**config.mk**
```make
export PLATFORM = sky130hd
export DESIGN_NAME = sfst_div
export DESIGN_NICKNAME = d
export VERILOG_FILES = /design/src/rtl/sfst_pkg.sv /design/src/rtl/sfst_div.sv
export SDC_FILE = /design/constraint.sdc
export NUM_CORES = 1
export LEC_CHECK = 0
export BUFFER_PORTS_ARGS = -buffer_cell sky130_fd_sc_hd__buf_2
export CAP_MARGIN = 20
export CORE_MARGIN = 2
export CORE_UTILIZATION = 40
export CTS_BUF_LIST = sky130_fd_sc_hd__clkbuf_8
export DETAILED_ROUTE_END_ITERATION = 6
export PLACE_DENSITY = 0.72
export SLEW_MARGIN = 20
export SYNTH_ARGS = -nofsm -noshare
export SYNTH_HDL_FRONTEND = slang
export SYNTH_SLANG_ARGS = --single-unit
export TNS_END_PERCENT = 5
```
**constraint.sdc**
```tcl
create_clock -name clk -period 3.75 [get_ports clk]
set_input_delay 0.75 -clock clk [delete_from_list [all_inputs] [get_ports clk]]
set_output_delay 0.75 -clock clk [all_outputs]
set_load 0.02 [all_outputs]
```
**src/rtl/sfst_pkg.sv**
```systemverilog
// ----------------------------------------------------------------------------
// Smallest-factor sieve package
// Widths, codes, sequencer states and divider request/response types shared
// by the sieve table block.
// ----------------------------------------------------------------------------
package sfst_pkg;

    localparam int LIMIT_W    = 17;
    localparam int INDEX_W    = 16;
    localparam int FACTOR_W   = 8;
    localparam int OUTER_W    = 9;
    localparam int SQ_W       = 18;
    localparam int X_W        = 16;
    localparam int DIV_CNT_W  = $clog2(LIMIT_W);

    localparam int unsigned TABLE_SIZE_DEF = 65536;
    localparam logic [LIMIT_W-1:0] LIMIT_RESET = LIMIT_W'(65536);

    localparam logic OP_BUILD  = 1'b0;
    localparam logic OP_LOOKUP = 1'b1;

    typedef enum logic [3:0] {
        S_IDLE,
        S_CLEAR,
        S_OUTER_TEST,
        S_OUTER_CHK,
        S_DIV_WAIT,
        S_INNER_TEST,
        S_INNER_CHK,
        S_LK_DATA,
        S_EMIT
    } sfst_state_t;

    typedef struct packed {
        logic               start;
        logic [LIMIT_W-1:0] dividend;
        logic [OUTER_W-1:0] divisor;
    } div_req_t;

    typedef struct packed {
        logic               done;
        logic [LIMIT_W-1:0] quotient;
        logic [OUTER_W-1:0] remainder;
    } div_rsp_t;

endpackage

```
**src/rtl/sfst_div.sv**
```systemverilog
// ----------------------------------------------------------------------------
// Sieve table divider
// Restoring divider giving one quotient bit per cycle; yields the start point
// of each inner walk and its remainder.
// ----------------------------------------------------------------------------
module sfst_div import sfst_pkg::*;
(
    input  logic     clk,
    input  logic     rst_n,
    input  div_req_t req,
    output div_rsp_t rsp
);

    logic                 busy_reg, busy_next;
    logic                 done_reg, done_next;
    logic [DIV_CNT_W-1:0] cnt_reg, cnt_next;
    logic [LIMIT_W-1:0]   quo_reg, quo_next;
    logic [OUTER_W-1:0]   rem_reg, rem_next;
    logic [OUTER_W-1:0]   dvs_reg, dvs_next;
    logic [OUTER_W:0]     shifted;
    logic [OUTER_W+1:0]   trial;

    always_ff @(posedge clk or negedge rst_n)
    begin
        if (!rst_n)
        begin
            busy_reg <= 1'b0;
            done_reg <= 1'b0;
            cnt_reg  <= '0;
        end
        else
        begin
            busy_reg <= busy_next;
            done_reg <= done_next;
            cnt_reg  <= cnt_next;
        end
    end

    always_ff @(posedge clk)
    begin
        quo_reg <= quo_next;
        rem_reg <= rem_next;
        dvs_reg <= dvs_next;
    end

    always_comb
    begin
        busy_next = busy_reg;
        done_next = 1'b0;
        cnt_next  = cnt_reg;
        quo_next  = quo_reg;
        rem_next  = rem_reg;
        dvs_next  = dvs_reg;
        shifted   = {rem_reg, quo_reg[LIMIT_W-1]};
        trial     = {1'b0, shifted} - {2'b00, dvs_reg};

        if (req.start)
        begin
            busy_next = 1'b1;
            cnt_next  = DIV_CNT_W'(LIMIT_W - 1);
            quo_next  = req.dividend;
            rem_next  = '0;
            dvs_next  = req.divisor;
        end
        else if (busy_reg)
        begin
            if (!trial[OUTER_W+1])
            begin
                rem_next = trial[OUTER_W-1:0];
                quo_next = {quo_reg[LIMIT_W-2:0], 1'b1};
            end
            else
            begin
                rem_next = shifted[OUTER_W-1:0];
                quo_next = {quo_reg[LIMIT_W-2:0], 1'b0};
            end
            if (cnt_reg == '0)
            begin
                busy_next = 1'b0;
                done_next = 1'b1;
            end
            else
            begin
                cnt_next = cnt_reg - DIV_CNT_W'(1);
            end
        end
    end

    assign rsp.done      = done_reg;
    assign rsp.quotient  = quo_reg;
    assign rsp.remainder = rem_reg;

endmodule
```
* After elaboration in Yosys (flattened, before gate mapping) *
Cells that the tools add are included.

cells by class
  $add $sub $neg = 2
  mux-type cells = 13
  reductions and logical operators = 3
  equal/unequal tests = 1

operators by type and width
  kind                   count
  $mux W17               2
  $mux W5                3
  $sub A10 B9 Y11        1
  $mux W9                1
  $mux W1                7
  $logic_not A5 Y1       1
  $sub A5 B1 Y5 const B  1
  $ne A2 B2 Y1 const B   1
  $reduce_and A2 Y1      1
  $reduce_bool A2 Y1     1

word-level totals
  input port bits = 29
  register bits after elaboration = 42
  logic and storage cells = 25

* Longest topological paths before layout *
  depth after elaboration = 4
  gate-level depth with buffers = 10
  depth with buffers taken out = 9

* Least setup slack after synthesis *
Ideal clock, no wire load.

  path kind = register to register
  from = register quo_reg[16]
  to = register rem_reg[2]
  setup slack = 1583 ps
  required time = 3628 ps
  stages on the path, launching flop included = 11
  arrival time = 2045 ps
  clock period less this slack = 2167 ps
  library setup time = 122 ps
  path buffers = 1
  cells stage by stage = edfxtp_1 -> inv_1 -> ha_1 -> inv_1 -> fa_1 -> nand3_1 -> a211oi_2 -> o21ai_1 -> buf_6 -> a211oi_1 -> a311o_1

on the way
  longest elaborated chain between the ends = 2

ends and longest elaborated chain
  item                    RTL line        RTL
  from (decl)             sfst_div.sv:17  logic [LIMIT_W-1:0] quo_reg, quo_next;
  from (signal assigned)  sfst_div.sv:41  quo_reg <= quo_next;
  $sub A10 B9 Y11         sfst_div.sv:55  trial = {1'b0, shifted} - {2'b00, dvs_reg};
  $mux W9                 sfst_div.sv:67  if (!trial[OUTER_W+1])
  to (signal assigned)    sfst_div.sv:42  rem_reg <= rem_next;
  to (decl)               sfst_div.sv:18  logic [OUTER_W-1:0] rem_reg, rem_next;

Every way passes these cells.
A chain may end at the register's enable or synchronous reset.

* Final worst setup path *
  from = register quo_reg[16]
  to = register quo_reg[0], data pin

on the way
  longest elaborated chain between the ends = 4

ends and longest elaborated chain
  item             RTL line        RTL
  $sub A10 B9 Y11  sfst_div.sv:55
  $mux W1          sfst_div.sv:67
  $mux W17         sfst_div.sv:65  else if (busy_reg)
  $mux W17         sfst_div.sv:57  if (req.start)
  via quo_next[0]  sfst_div.sv:17

The timed path passes the listed nets, and every way through them passes these cells. The select of a mux whose other input is x is not followed.

==> results <==
- The path class of the lowest-slack min-delay path is in -> async.
- The detailed-route vias per instance is 5.03.
- The core area is 5170 µm².
- The clock tree skew after final layout is 0.00321 ns.
- The synthesized netlist devotes 12.2% of its cell area to compound gates.
- Once detailed placement completed, the half-perimeter wirelength came to 3280 µm.
- Synthesis produced 188 cells.
- The setup path with the least slack is of type reg -> reg.
- The remaining global-route overflow is 0.
- The adder-cell area share of the yosys netlist is 6.66%.
- The signal on the critical path passes through inv_1 > ha_1 > inv_1 > fa_1 > nand3_1 > a211oi_2 > o21ai_1 > buf_4 > and2_1 > mux2i_1.
- Counting the buffers created by CTS gives 5.
- The horizontal extent of the die is 77.8 µm.
- The worst hold slack across all endpoints is 0.264 ns.
- The setup slack of the most critical reg-to-reg path is 1.44 ns.
- The effective utilization at floorplan is 42.2%.
- The post-detailed-placement cell area is 2500 µm².
- The final weighted congestion in routability-driven placement is 0.825.
- The via count of the first global-routing pass came to 1587.
- The count of nets after finishing is 282.
- The overall die area is 6060 µm².
- The register with the most flip-flops in the layout has 17 of them.
- Gates resized during post-CTS repair numbered 0.
- The routed wirelength normalized by instance count is 13.8 µm.
- Setup repair after global routing left no endpoint under its margin.
- In the synthesized netlist, mux cells make up 9.18% of the area.
- The total buffers and inverters traversed by the critical path is 3.
- The violation count after the first detailed-route iteration is 84.
- The critical register-to-register path endpoint is quo_reg[0].
- In the final layout, the share of cells above drive strength 1 is 34.2%.
- The synthesis-to-layout area growth is 18.7%.
- In this run the number of H-tree levels came out at 2.
- The largest net degree at the start of global routing is 29.
- Of all nets on the critical path, the largest fanout is 11.
- The critical path's slowest cell is edfxtp_1.
- The logic depth of the worst register-to-register path is 10.
- After Yosys synthesis, and, or, nand and nor cells account for 11.4% of the synthesized area.
- The total power of the final layout is 1840 µW.
- Synthesis produced a netlist with a net count of 228.
- The average instance in the mapped netlist occupies 11.6 µm².
- met2 is the most crowded layer.
- The met3 usage in global routing is 2.44%.
- The maximum clock insertion buffer count is 2.
- The flop and latch count out of synthesis is 42.
- The count of final max-slew check failures was 0.
- The master cell of the clock root buffer is clkbuf_8.
- The die boundary height is 77.8 µm.
- The kind of cell with the highest combined delay on the critical path is adder cells.
- Setup violations remaining at the end of the flow were counted as 0.
- Static timing analysis puts the maximum clock frequency at 433 MHz.
- The met1 track demand over resource in global routing is 19.8%.
- The wire length of the first global-routing pass is 7450 µm.
- Dividing total power by cell area gives a power density of 711 nW/µm².
- The antenna diode instance count is 0.
- The TritonCTS clock tree is yes.
- The via count of the routed design is 1575.
- The number of clock sinks seen by CTS is 42.
- The number of endpoints with negative hold slack in the final report was 0.
- At the placement stage, the worst setup path has a slack of 1.46 ns.
- At the later pin of the worst-skew pair, clock insertion delay measures 0.30 ns.
- Among the stages of the critical path, the cell type that occurs most often is inv_1.
- 56 I/O pins were placed.
- In this run the tightest slew margin relative to its limit is 50.9%.
- For this run, the slowest stage of the critical path takes 0.39 ns.
- The number of antenna violations at the first check in global routing was 0.
- For this run, the total global-route usage over all layers was measured as 15.7%.
- Once detail routing completed, the nets flagged for antenna violations numbered 0.
- After layout, the worst path uses 61.6% of the clock period.
- After detailed routing, the total wire length is 4330 µm.
- The placement row count is 26.
- After clock tree synthesis, the setup repair step added 0 buffers.
- The yosys synthesis warning count is 0.
- The worst endpoint data arrival time is 2.35 ns.
- The met2 usage is 26.0%.
- The cell leakage power is 0.00114 µW.
- The sort of element at the end of the critical path is a flip-flop.
- During placement, the flow inserted port buffers numbering 55.
- The final worst-path setup slack is 1.44 ns.
- The summed instance area of the synthesized netlist is 2180 µm².
- VDD sags by at most 0.000311 V.
- The data required time of the worst path is 3.79 ns.
- At the pin with the least slew margin, the transition time is 0.734 ns.
- The number of max-capacitance violations reported is 0.
- The filler cell count is 468.
- The number of hold buffers added after CTS was 0.
- The synthesized netlist devotes 3.21% of its cell area to XOR and XNOR gates.
- The combinational family with the most area after synthesis is compound AO/OA/AOI/OAI gates.
- Before antenna repair, the detailed router went through 4 iterations.
- The clock-pin slew on the worst setup and hold paths is 0.08 ns.
- STA classifies the critical path startpoint as a flip-flop.
- After routing the design area is 2590 µm².
- The clock period minus worst slack is 2.31 ns.
- For this run, the register share of the synthesized area comes to 52.1%.
- The sum of negative setup slack is 0 ns.
- In the routed design, unresolved DRC markers number 0.
- The startpoint of the worst-slack reg-to-reg timing path is quo_reg[16].
- The number of different library cells used by synthesis comes to 42.
- The flow ran to the end, and the final reports show no timing, DRC or antenna violations.
## layout make-up
| cell class | instances | area (µm²) | share of cell area [%] |
|---|---|---|---|
| flip-flops and latches | 42 | 1140 | 43.9 |
| multi-input cells | 120 | 928 | 35.9 |
| repair buffers | 57 | 290 | 11.2 |
| well taps | 70 | 87.6 | 3.38 |
| clock buffers | 5 | 68.8 | 2.66 |
| inverters | 16 | 60.1 | 2.32 |
| clock inverters | 3 | 17.5 | 0.677 |
## routing by layer
metal | routed length (µm) | vias up
li1 | - | 788
met1 | 1950 | 750
met2 | 2160 | 28
met3 | 121 | 9
met4 | 101 | 0
met5 | 0 | -
## cells in the mapped netlist, drive strengths merged
cell     instances  share of area (%)
mux2            16                8.3
a211oi           3                1.3
and2             6                1.7
dfrtp            7                8.0
a221oi           1               0.40
or4              1               0.34
a31oi            2               0.57
fa               1               0.92
a21oi            8                1.8
dfxtp            9                8.3
nor3b            3                1.0
nor4             2               0.57
a21o             1               0.34
clkbuf           6                1.0
inv             16                2.8
or4b             1               0.46
nand2b           3               0.86
a22o             1               0.40
nand3            4               0.92
nor2            20                3.4
buf              4                1.5
ha              10                5.7
mux2i            2               0.92
edfxtp          26                 36
a2111oi          1                1.3
a311oi           2                1.1
o21ai            6                1.4
a41oi            1               0.40
a311o            3                1.4
nand2            6                1.0
o31ai            3                1.0
o311a            1               0.46
xor2             4                1.6
nand4b           1               0.40
xnor2            4                1.6
o21bai           1               0.34
nor2b            2               0.57
## worst max-delay path by stage
stage                           start     endpoint  slack, ns  depth (start not counted)
final                     quo_reg[16]   quo_reg[0]       1.44                         10
after global routing      quo_reg[16]   quo_reg[0]       1.24                         10
after CTS                 quo_reg[16]   quo_reg[0]       1.44                         10
after detailed placement      req[26]  quo_reg[10]       1.46                          3
after global placement    quo_reg[16]   quo_reg[0]       1.48                         10
after floorplan           quo_reg[16]   rem_reg[2]       1.58                         10
## metrics by stage
stage | utilization, % | instances
finish | 50.0 | 313
global route | 50.0 | 313
CTS | 50.0 | 313
detailed placement | 48.4 | 305
global placement | 48.4 | 305
floorplan | - | 188
## report_power, final
group          internal, µW  total (µW)  leakage [µW]  switching (µW)
Sequential              631         735      0.000427             104
Combinational           335         812      0.000659             477
Clock                   129         293     0.0000493             164
Total                  1090        1840       0.00114             745
## logic make-up (layout without fill, tap and decap cells)
| logic type | count (synthesis) | count (layout) |
|---|---|---|
| XOR/XNOR | 8 | 8 |
| adder cells (fa/ha/maj) | 11 | 11 |
| AO/OA/AOI/OAI | 34 | 34 |
| flip-flops | 42 | 42 |
| buffers and inverters | 26 | 81 |
| multiplexers | 18 | 18 |
| AND/OR/NAND/NOR | 49 | 49 |
## cell usage in the layout, fill, tap and decap left out, types with 2 or more instances in the layout
master	count
buf_2	55
edfxtp_1	26
nor2_1	20
inv_1	17
mux2_2	16
ha_1	10
dfxtp_1	9
a21oi_1	8
dfrtp_1	7
nand2_1	6
and2_1	6
clkbuf_8	5
nand3_1	4
xnor2_1	4
xor2_1	4
o21ai_0	4
nand2b_1	3
o31ai_1	3
nor3b_1	3
a311o_1	3
o21ai_1	2
mux2i_1	2
nor4_1	2
a31oi_1	2
nor2b_1	2
a211oi_1	2
buf_4	2
## worst reg2reg max path, cell delays in order, from the launching register on
cell and delay [ns]:
edfxtp_1 0.39, inv_1 0.08, ha_1 0.16, inv_1 0.05, fa_1 0.39, nand3_1 0.12, a211oi_2 0.08, o21ai_1 0.14
buf_4 0.19, and2_1 0.33, mux2i_1 0.12
Power figures use the tool's default switching activity.
